## src/hw/rtl/ess_pkg.sv

```systemverilog
// Package for the exponential search engine: table sizes, payload structs,
// datapath op codes, status bundle and controller states.
// No dependencies.
package ess_pkg;

    localparam int TABLE_DEPTH = 1024;
    localparam int WORD_WIDTH  = 32;

    localparam int ADDR_W  = $clog2(TABLE_DEPTH);
    localparam int NCNT_W  = ADDR_W + 1;  // holds counts, probes and bounds up to the depth
    localparam int CFG_W   = 11;
    localparam int INDEX_W = 10;
    localparam int POS_W   = 10;
    localparam int PADDR_W = 3;
    localparam int PDATA_W = 32;

    localparam logic       CMD_WRITE    = 1'b0;
    localparam logic       CMD_SEARCH   = 1'b1;
    localparam logic [0:0] REG_ENTRY_COUNT = 1'b0;

    typedef struct packed {
        logic                         cmd;
        logic        [INDEX_W-1:0]    entry_index;
        logic signed [WORD_WIDTH-1:0] entry_value;
        logic signed [WORD_WIDTH-1:0] search_key;
    } t_in_item;

    typedef struct packed {
        logic             found;
        logic [POS_W-1:0] position;
    } t_out_item;

    typedef enum logic [3:0] {
        OP_NONE,
        OP_WRITE,
        OP_START,
        OP_READ_PROBE,
        OP_DOUBLE,
        OP_BSTART_CUR,
        OP_BSTART_DBL,
        OP_BSTEP,
        OP_HIT,
        OP_PUSH
    } t_dp_op;

    typedef struct packed {
        logic cfg_zero;
        logic e_eq;
        logic e_le;
        logic probe_lt_n;
        logic probe2_lt_n;
        logic step_more;
    } t_dp_status;

    typedef enum logic [2:0] {
        S_IDLE,
        S_CHK0,
        S_GROW,
        S_BIN,
        S_DONE
    } t_state;

endpackage

```

## src/hw/rtl/ess_ctrl.sv

```systemverilog
// Search controller: sequences the start, doubling and binary phases and
// owns the input stall and output valid. Depends on ess_pkg.
module ess_ctrl (
    input  logic                 i_clk,
    input  logic                 i_rst_n,
    input  logic                 i_in_valid,
    input  logic                 i_in_cmd,
    output logic                 o_in_stall,
    output logic                 o_out_valid,
    input  logic                 i_out_stall,
    input  ess_pkg::t_dp_status  i_status,
    output ess_pkg::t_dp_op      o_op
);
    import ess_pkg::*;

    t_state r_state;
    t_state n_state;
    logic   r_out_valid;
    logic   n_out_valid;
    logic   in_accept;
    logic   push;

    assign o_in_stall = (r_state != S_IDLE);
    assign in_accept  = i_in_valid && (r_state == S_IDLE);
    assign push       = (r_state == S_DONE) && (!r_out_valid || !i_out_stall);

    // next state
    always_comb begin
        n_state = r_state;
        case (r_state)
            S_IDLE: begin
                if (in_accept && i_in_cmd == CMD_SEARCH) begin
                    n_state = i_status.cfg_zero ? S_DONE : S_CHK0;
                end
            end
            S_CHK0: begin
                if (i_status.e_eq) begin
                    n_state = S_DONE;
                end else if (i_status.probe_lt_n) begin
                    n_state = S_GROW;
                end else begin
                    n_state = S_BIN;
                end
            end
            S_GROW: begin
                if (!(i_status.e_le && i_status.probe2_lt_n)) begin
                    n_state = S_BIN;
                end
            end
            S_BIN: begin
                if (i_status.e_eq || !i_status.step_more) begin
                    n_state = S_DONE;
                end
            end
            S_DONE: begin
                if (push) begin
                    n_state = S_IDLE;
                end
            end
            default: begin
                n_state = S_IDLE;
            end
        endcase
    end

    // datapath commands
    always_comb begin
        o_op = OP_NONE;
        case (r_state)
            S_IDLE: begin
                if (in_accept) begin
                    o_op = (i_in_cmd == CMD_SEARCH) ? OP_START : OP_WRITE;
                end
            end
            S_CHK0: begin
                if (i_status.e_eq) begin
                    o_op = OP_HIT;
                end else if (i_status.probe_lt_n) begin
                    o_op = OP_READ_PROBE;
                end else begin
                    o_op = OP_BSTART_CUR;
                end
            end
            S_GROW: begin
                if (!i_status.e_le) begin
                    o_op = OP_BSTART_CUR;
                end else if (i_status.probe2_lt_n) begin
                    o_op = OP_DOUBLE;
                end else begin
                    o_op = OP_BSTART_DBL;
                end
            end
            S_BIN: begin
                o_op = i_status.e_eq ? OP_HIT : OP_BSTEP;
            end
            S_DONE: begin
                if (push) begin
                    o_op = OP_PUSH;
                end
            end
            default: begin
                o_op = OP_NONE;
            end
        endcase
    end

    always_comb begin
        if (push) begin
            n_out_valid = 1'b1;
        end else if (!i_out_stall) begin
            n_out_valid = 1'b0;
        end else begin
            n_out_valid = r_out_valid;
        end
    end

    always_ff @(posedge i_clk) begin
        if (!i_rst_n) begin
            r_state     <= S_IDLE;
            r_out_valid <= 1'b0;
        end else begin
            r_state     <= n_state;
            r_out_valid <= n_out_valid;
        end
    end

    assign o_out_valid = r_out_valid;

endmodule

```

## config.mk

```make
export PLATFORM = sky130hd
export DESIGN_NAME = ess_ctrl
export DESIGN_NICKNAME = d
export VERILOG_FILES = /design/src/hw/rtl/ess_pkg.sv /design/src/hw/rtl/ess_ctrl.sv
export SDC_FILE = /design/constraint.sdc
export NUM_CORES = 1
export LEC_CHECK = 0
export ABC_AREA = 1
export CORE_AREA = 4 4 41 43
export DETAILED_ROUTE_END_ITERATION = 7
export DIE_AREA = 0 0 45 47
export DONT_BUFFER_PORTS = 1
export MAX_ROUTING_LAYER = met4
export PLACE_DENSITY = 0.41
export SETUP_SLACK_MARGIN = 0.3
export SKIP_CTS_REPAIR_TIMING = 1
export SYNTH_ARGS = -nofsm -noshare
export SYNTH_HDL_FRONTEND = slang
export SYNTH_SLANG_ARGS = --single-unit
```

## constraint.sdc

```tcl
create_clock -name i_clk -period 1.35 [get_ports i_clk]
set_input_delay 0.405 -clock i_clk [delete_from_list [all_inputs] [get_ports i_clk]]
set_output_delay 0.405 -clock i_clk [all_outputs]
set_load 0.02 [all_outputs]
```

### After elaboration in Yosys (flattened, before gate mapping)

Cells that the tools add are included.

* muxes and demuxes: 19
* reductions and logical operators: 12
* eq/ne operators: 9

Operators with widths (number)
* $mux W3: 7
* $pmux W4 S5: 1
* $pmux W3 S5: 1
* $mux W4: 3
* $mux W2: 4
* $eq A3 B2 Y1 const B: 2
* $ne A2 B2 Y1 const B: 3
* $logic_and A1 B1 Y1: 4
* $ne A2 B1 Y1 const B: 2
* $reduce_and A4 Y1: 1
* $eq A3 B1 Y1 const B: 1
* $eq A3 B3 Y1 const B: 1
* $logic_not A1 Y1: 3
* $logic_not A3 Y1: 1
* $mux W1: 3
* $reduce_bool A3 Y1: 1
* $logic_or A1 B1 Y1: 2

* output and inout bits: 6
* input port bits: 11
* logic and storage cells: 42
* register bits: 4

### Logic depth before layout (Yosys ltp)

Gate-level depths: netlist (run 1).

* depth after elaboration: 5
* mapped depth: 8

### Worst setup path before layout (run 1)

No wires, ideal clock.

* kind: reg-to-output
* start: register r_state[2]
* end: output port o_op[1]
* path slack: -0.503 ns
* cell stages (with the launch flop): 4
* arrival time: 1.448 ns
* required time: 0.945 ns
* cells stage by stage: dfxtp_1 -> nor2_1 -> nand2_1 -> o311ai_0

* word-level cells in the longest chain between the ends: 4
* elaborated cells on any way between the ends: 8
* classes of those cells: 4 x eq/ne; 2 x mux; 2 x reduce/logical

Ends and longest elaborated chain
* from (decl): RTL line ess_ctrl.sv:16 `t_state r_state;`
* from (signal assigned): RTL line ess_ctrl.sv:122 `r_state <= n_state;`
* $logic_not A3 Y1: RTL line ess_ctrl.sv:24, ess_ctrl.sv:69
* $logic_and A1 B1 Y1: RTL line ess_ctrl.sv:24 `assign in_accept = i_in_valid && (r_state == S_IDLE);`
* $mux W2: RTL line ess_ctrl.sv:71 `if (in_accept) begin`
* $pmux W4 S5 *: RTL line ess_ctrl.sv:69 `case (r_state)`
* to (decl): RTL line ess_ctrl.sv:12 `output ess_pkg::t_dp_op o_op`

Every way passes the cells marked *; elsewhere a longest branch is shown, timed or not.

### Worst setup path in the final report (run 1)

Ends and elaborated chain as after synthesis.

==> results.json, run 1 <==
{
  "outcome": "finished with violations",
  "violations": "setup timing",
  "finalMaxSlewViolations": 0,
  "synth.area.top_cells": "dfxtp_1 23%, inv_1 18%, nand2_1 14%, nand3_1 13%, nor2_1 8.5%",
  "syn_nets": 76,
  "htree_levels": 1,
  "antenna_found_initial": 0,
  "ys_warn_count": 0,
  "via_count": 448,
  "layout-drive-gt1-share_pct": 54.4,
  "core_sq_um": 1300,
  "tritoncts": "built",
  "rows": 13,
  "cp-endpoint": "o_op[1]",
  "dr.pass1.iters": 4,
  "reg2reg_slack_ns": 0.15,
  "grt_max_degree": 8,
  "drv_cap": 0,
  "clkSinkCount": 4,
  "crit_required_ns": 0.95,
  "criticalPathCategory": "flip-flop to output pin",
  "power_density_nw_per_um2": 1800,
  "leakage_uw": 0.000311,
  "synth_top_area_cell": "dfxtp_1",
  "crit_arrival_ns": 1.19,
  "dpl_cell_area_sq_um": 492,
  "final-setup-viol-count": 4,
  "grt_pass1_vias": 423,
  "clk_latency_ns": 0.24,
  "syn2layout_area_growth_pct": 82.3,
  "grt_overflow": 0,
  "fin_area_sq_um": 643,
  "cp_cell_sequence": "nor2_4 -> nand2_4 -> o311ai_4",
  "die_h_um": 47,
  "critPathLaunchType": "flip-flop",
  "n_antenna_cell": 0,
  "fill_cells": 144,
  "critical_path.max_fanout": 5,
  "min-delay-start": "i_rst_n",
  "cpMaxStageDelayCell": "dfxtp_4",
  "skew_ns": 0.00492,
  "fin_nets": 91,
  "setup_ws_ns": -0.248,
  "slew-limit-headroom_pct": 76.1,
  "synth.top_cell.area_share_pct": 22.7,
  "clockBufferDepth": 2,
  "antenna_left": 0,
  "clkTransAtPathRegs_ns": 0.04,
  "ys_seq_elements": 4,
  "syn_area_sq_um": 353,
  "cp_slowest_stage_delay_ns": 0.37,
  "syn_inst": 65,
  "io_pins": 17,
  "grt_use_total_pct": 11.9,
  "die_x_um": 45,
  "wl_mm": 1.12,
  "dp_hpwl_um": 888,
  "crit_start": "r_state[2]",
  "period_minus_slack_ns": 1.60,
  "max-vdd-ir-drop_mv": 0.875,
  "setup_tns_ns": -0.796,
  "io_buffers": 0,
  "endpoint_kind": "output pin",
  "grt_pass1_wl_mm": 1.73,
  "holdCritPathClass": "input pin to flip-flop",
  "min_period_over_period_pct": 118,
  "synth_cell_type_count": 13,
  "die_area_sq_um": 2120,
  "syn_area_per_cell_sq_um": 5.43,
  "cts_made_buffers": 3,
  "r2r_cells": 9,
  "gp_congestion": 0.713,
  "drc": 0,
  "root_buffer": "clkbuf_4",
  "worstReg2RegStart": "r_state[2]",
  "rsz0062_at_grt": "yes",
  "seq_area_frac_synth_pct": 22.7,
  "via_per_inst": 4.77,
  "wire_per_inst_um": 11.9,
  "initial_core_util_pct": 27.1,
  "tightest_slew_ns": 0.358,
  "r2r_end": "r_state[1]",
  "max_freq_mhz": 626,
  "hold_viol_final": 0,
  "drtIter0Drc": 15
}
[metrics by stage]
step	util, %	std cells	total power [uW]	setup slack [ns]	hold WS [ns]
3_3_place_gp	37.8	88	828	-0.0255	0.504
5_1_grt	49.4	94	1260	-0.335	0.383
4_1_cts	39.8	92	992	-0.278	0.350
2_1_floorplan	-	65	645	0.0343	0.542
3_5_place_dp	37.8	88	819	-0.00878	0.513
6_report	49.4	94	1160	-0.248	0.367
[metal layers]
| layer | global-route usage, % | vias up | part of all wire [%] |
|---|---|---|---|
| met5 | - | - | 0 |
| met4 | 7.02 | 0 | 0 |
| li1 | - | 237 | - |
| met2 | 17.8 | 8 | 48 |
| met1 | 14.5 | 203 | 49 |
| met3 | 2.68 | 0 | 3.0 |
[synthesized netlist by cell type, drive strengths merged]
cell and count:
dfxtp 4, nand3 9, a21oi 4, inv 17
nor3 1, o21ai 4, nor2 10, o311ai 1
o2111ai 1, nand4 1, nand2 13
[report_power, final]
part	internal, uW	switching (uW)	total, uW
clock	112	58.2	170
combinational	322	428	750
sequential	166	74.1	240
[worst min path at each step]
stage                             end  slack (ns)  depth (start not counted)
after floorplan           o_out_valid        0.54                          2
final                      r_state[0]        0.37                          2
after global routing       r_state[0]        0.38                          2
after detailed placement  o_out_valid        0.51                          2
after CTS                 o_out_valid        0.35                          2
after global placement    o_out_valid        0.50                          2
[layout make-up]
type	count	area, sq um	area share, %
multi-input combinational	44	353	54.9
tap	15	18.8	2.92
sequential	4	92.6	14.4
clock buffer	4	26.3	4.09
timing repair buffer	10	86.3	13.4
inverter	17	66.3	10.3
[worst max-delay path, delay by kind of cell (launching register included)]
kind	cells	cell delay, ns
flip-flops	1	0.37
AO/OA/AOI/OAI	1	0.33
AND/OR/NAND/NOR	2	0.25
[cells by family after synthesis]
logic type | Yosys count | share of synthesized area, %
AO/OA/AOI/OAI | 10 | 17.4
flip-flops | 4 | 22.7
AND/OR/NAND/NOR | 34 | 41.8
buffers and inverters | 17 | 18.1
[state kept, by name, indices dropped and copies added (netlist names)]
name         cells
o_out_valid      1
r_state          3
[cells in the final DEF (no fill, tap or decap), drive strengths merged]
master   count
nor3         1
nand2       13
nor2        10
a21oi        4
clkbuf       4
inv         17
o2111ai      1
o21ai        4
dfxtp        4
nand4        1
nand3        9
o311ai       1
buf         10
No activity file was read; power rests on OpenSTA's default activity.
==> run 2, diff against run 1 <==
- CELL_PAD_IN_SITES_DETAIL_PLACEMENT: default -> 1
- CELL_PAD_IN_SITES_GLOBAL_PLACEMENT: default -> 1
- PLACE_DENSITY: 0.41 -> 0.57
==> results.json, run 2 (same netlist as run 1, synthesis figures left out) <==
{
  "die_x_um": 45,
  "setup_tns_ns": -0.948,
  "fin_util_pct": 47.7,
  "cp_cell_sequence": "nor2_4 -> nand2_4 -> o311ai_4",
  "via_per_inst": 4.67,
  "tritoncts": "built",
  "dr.pass1.iters": 4,
  "cts_made_buffers": 3,
  "power_density_nw_per_um2": 1840,
  "drv_cap": 0,
  "io_buffers": 0,
  "die_area_sq_um": 2120,
  "outcome": "finished with violations",
  "grt_use_total_pct": 14.8,
  "antenna_left": 0,
  "grt_pass1_vias": 476,
  "root_buffer": "clkbuf_4",
  "clk_latency_ns": 0.24,
  "slew-limit-headroom_pct": 76.4,
  "antenna_found_initial": 0,
  "leakage_uw": 0.000308,
  "grt_max_degree": 6,
  "cp_slowest_stage_delay_ns": 0.37,
  "grt_overflow": 0,
  "die_h_um": 47,
  "largest_register_ffs": 3,
  "clkTransAtPathRegs_ns": 0.04,
  "cpMaxStageDelayCell": "o311ai_4",
  "layout-drive-gt1-share_pct": 50.6,
  "setup_ws_ns": -0.262,
  "io_pins": 17,
  "top_register": "r_state",
  "rows": 13,
  "period_minus_slack_ns": 1.61,
  "rsz0062_at_grt": "yes",
  "syn2layout_area_growth_pct": 75.9,
  "tightest_slew_ns": 0.353,
  "min-delay-start": "i_rst_n",
  "drtIter0Drc": 11,
  "endpoint_kind": "output pin",
  "violations": "setup timing",
  "layout_common_cells": "14 x inv_1, 8 x nand2_1, 8 x buf_4",
  "wire_per_inst_um": 13.4,
  "whs_ns": 0.351,
  "clkSinkCount": 4,
  "crit_start": "r_state[0]",
  "clockBufferDepth": 2,
  "worstReg2RegStart": "r_state[2]",
  "min_period_over_period_pct": 119,
  "n_antenna_cell": 0,
  "crit_required_ns": 0.95,
  "core_sq_um": 1300,
  "via_count": 439,
  "power.total_uw": 1140,
  "fin_nets": 91,
  "crit_arrival_ns": 1.21,
  "critical_path.max_fanout": 5,
  "max-vdd-ir-drop_mv": 0.765,
  "htree_levels": 1,
  "max_freq_mhz": 620,
  "gp_congestion": 0.749,
  "criticalPathCategory": "flip-flop to output pin",
  "holdCritPathClass": "input pin to flip-flop",
  "initial_core_util_pct": 27.1,
  "dp_hpwl_mm": 1.11,
  "drc": 0,
  "final-setup-viol-count": 5,
  "critPathLaunchType": "flip-flop",
  "grt_pass1_wl_mm": 2.13,
  "wl_mm": 1.26,
  "skew_ns": 0.00529,
  "hold_viol_final": 0,
  "finalMaxSlewViolations": 0,
  "final_common_cell": "inv_1"
}
[run 2: where the power goes]
group	leakage [uW]	switching [uW]	internal (uW)	total, uW
combinational	0.000258	441	320	761
sequential	0.0000350	55.2	162	217
clock	0.0000150	51.6	111	163
total	0.000308	548	594	1140
[run 2: worst paths after layout]
check           endpoint  slack (ns)  depth (start not counted)
max              o_op[1]       -0.26                          3
min           r_state[2]        0.35                          2
max reg2reg   r_state[1]        0.08                          9
min reg2reg  o_out_valid        0.56                          2
[run 2: metal layers]
metal	track usage [%]	wire, um	up-vias
met5	-	0	-
met4	7.02	0	0
met3	2.68	29	0
met2	25.4	659	8
met1	16.6	570	198
li1	-	-	233
[run 2: area by class of cell]
cell class	count	area, sq um
multi-input cells	44	328
flip-flops and latches	4	90.1
fillers	186	681
inverters	17	66.3
repair buffers	10	91.3
well taps	15	18.8
clock buffers	4	26.3
[run 2: critical path, delay by kind of cell (launching register included)]
kind	cells	cell delay, ns
AND/OR/NAND/NOR	2	0.24
AO/OA/AOI/OAI	1	0.37
flip-flops	1	0.36
[run 2: through the flow]
step	cells	cell area [sq um]	setup slack, ns
final	94	621	-0.262
after global routing	94	621	-0.320
after CTS	92	531	-0.343
after detailed placement	88	504	-0.0752
after global placement	88	504	-0.0599
after floorplan	65	413	0.0343
==> run 3, diff against run 2 <==
- REMOVE_ABC_BUFFERS: default -> 1
==> results.json, run 3 (same netlist as run 1, synthesis figures left out) <==
{
  "outcome": "finished with violations",
  "violations": "setup timing",
  "min_period_over_period_pct": 125,
  "core_sq_um": 1300,
  "io_buffers": 0,
  "tightest_slew_ns": 0.331,
  "antenna_found_initial": 0,
  "layout_common_cells": "14 x inv_1, 11 x buf_4, 8 x nand2_1, 8 x nand3_1, 5 x nor2_1",
  "place_ws_ns": -0.326,
  "dr.pass1.iters": 3,
  "clockPowerShare_pct": 14.1,
  "n_antenna_cell": 0,
  "criticalPathCategory": "flip-flop to output pin",
  "drtIter0Drc": 8,
  "clkSinkCount": 4,
  "grt_use_total_pct": 12.2,
  "drv_cap": 0,
  "critPathLaunchType": "flip-flop",
  "max-vdd-ir-drop_mv": 0.739,
  "seq_power_share_pct": 21.9,
  "via_count": 446,
  "grt_pass1_vias": 443,
  "via_per_inst": 4.65,
  "comb_power_share_pct": 64.0,
  "max_freq_mhz": 593,
  "holdCritPathClass": "input pin to flip-flop",
  "top_register": "r_state",
  "cts_made_buffers": 3,
  "rsz0062_at_grt": "yes",
  "wl_mm": 1.27,
  "dp_hpwl_um": 939,
  "grt_overflow": 0,
  "rows": 13,
  "cp_cell_sequence": "nand2_1 -> nor2_2 -> nand2_2 -> inv_2 -> a21oi_2 -> o311ai_1 -> buf_4",
  "endpoint_kind": "output pin",
  "htree_levels": 1,
  "fin_area_sq_um": 583,
  "root_buffer": "clkbuf_4",
  "tritoncts": "built",
  "gp_congestion": 0.744,
  "die_x_um": 45,
  "drc": 0,
  "largest_register_ffs": 3,
  "layout-drive-gt1-share_pct": 46.9,
  "hold_viol_final": 0,
  "initial_core_util_pct": 27.1,
  "clk_latency_ns": 0.24,
  "syn2layout_area_growth_pct": 65.2,
  "setup_ws_ns": -0.336,
  "critPathTopFamily": "flip-flops",
  "wire_per_inst_um": 13.3,
  "die_h_um": 47,
  "period_minus_slack_ns": 1.69,
  "power_density_nw_per_um2": 1870,
  "p_int_uw": 580,
  "cp_slowest_stage_delay_ns": 0.40,
  "fin_nets": 94,
  "crit_arrival_ns": 1.28,
  "die_area_sq_um": 2120,
  "cpMaxStageDelayCell": "dfxtp_4",
  "critical_path.max_fanout": 7,
  "slew-limit-headroom_pct": 77.9,
  "leakage_uw": 0.000298,
  "power.total_uw": 1090,
  "clkTransAtPathRegs_ns": 0.04,
  "swShare_pct": 46.7,
  "finalMaxSlewViolations": 0,
  "worst-path-buf-inv": 2,
  "final-setup-viol-count": 4,
  "clockBufferDepth": 2,
  "grt_max_degree": 8,
  "skew_ns": 0.00311,
  "dpl_cell_area_sq_um": 462,
  "final_common_cell": "inv_1",
  "switching_power_uw": 508,
  "io_pins": 17,
  "crit_required_ns": 0.95,
  "fill_cells": 182,
  "grt_pass1_wl_mm": 1.84,
  "antenna_left": 0
}
[run 3: worst paths after layout]
path / start / endpoint / slack [ns] / cells after the start
worst max-delay path: r_state[1] / o_op[1] / -0.34 / 7
worst min-delay path: i_rst_n / r_state[0] / 0.37 / 2
worst max register to register: r_state[1] / r_state[0] / 0.15 / 8
worst min register to register: o_out_valid / o_out_valid / 0.61 / 2
[run 3: per-layer routing]
| layer | wire length, um | global-route usage (%) | vias to the layer above |
|---|---|---|---|
| met5 | 0 | - | - |
| met4 | 0 | 5.26 | 0 |
| met3 | 24 | 2.30 | 0 |
| met2 | 653 | 19.2 | 6 |
| met1 | 595 | 15.2 | 200 |
| li1 | - | - | 240 |
[run 3: final cells by class]
type                       count  area (sq um)  area share [%]
multi-input combinational     44           278            47.6
timing repair buffer          13           105            18.0
sequential                     4          92.6            15.9
inverter                      17          66.3            11.4
clock buffer                   3          22.5            3.86
tap                           15          18.8            3.22
[run 3: through the flow]
stage	utilization (%)	hold slack [ns]	cells	setup TNS (ns)
finish	44.8	0.366	96	-1.04
global route	44.8	0.381	96	-1.42
CTS	37.2	0.370	95	-1.67
detailed placement	35.5	0.517	92	-0.643
global placement	35.5	0.498	92	-0.569
floorplan	-	0.522	65	-0.625
[run 3: power by group through the flow]
stage                     clock, uW  combinational [uW]  sequential (uW)
after floorplan                   0                 348              191
after global placement            0                 582              193
after detailed placement          0                 578              196
after CTS                       153                 581              194
after global routing            171                 763              247
final                           153                 696              239
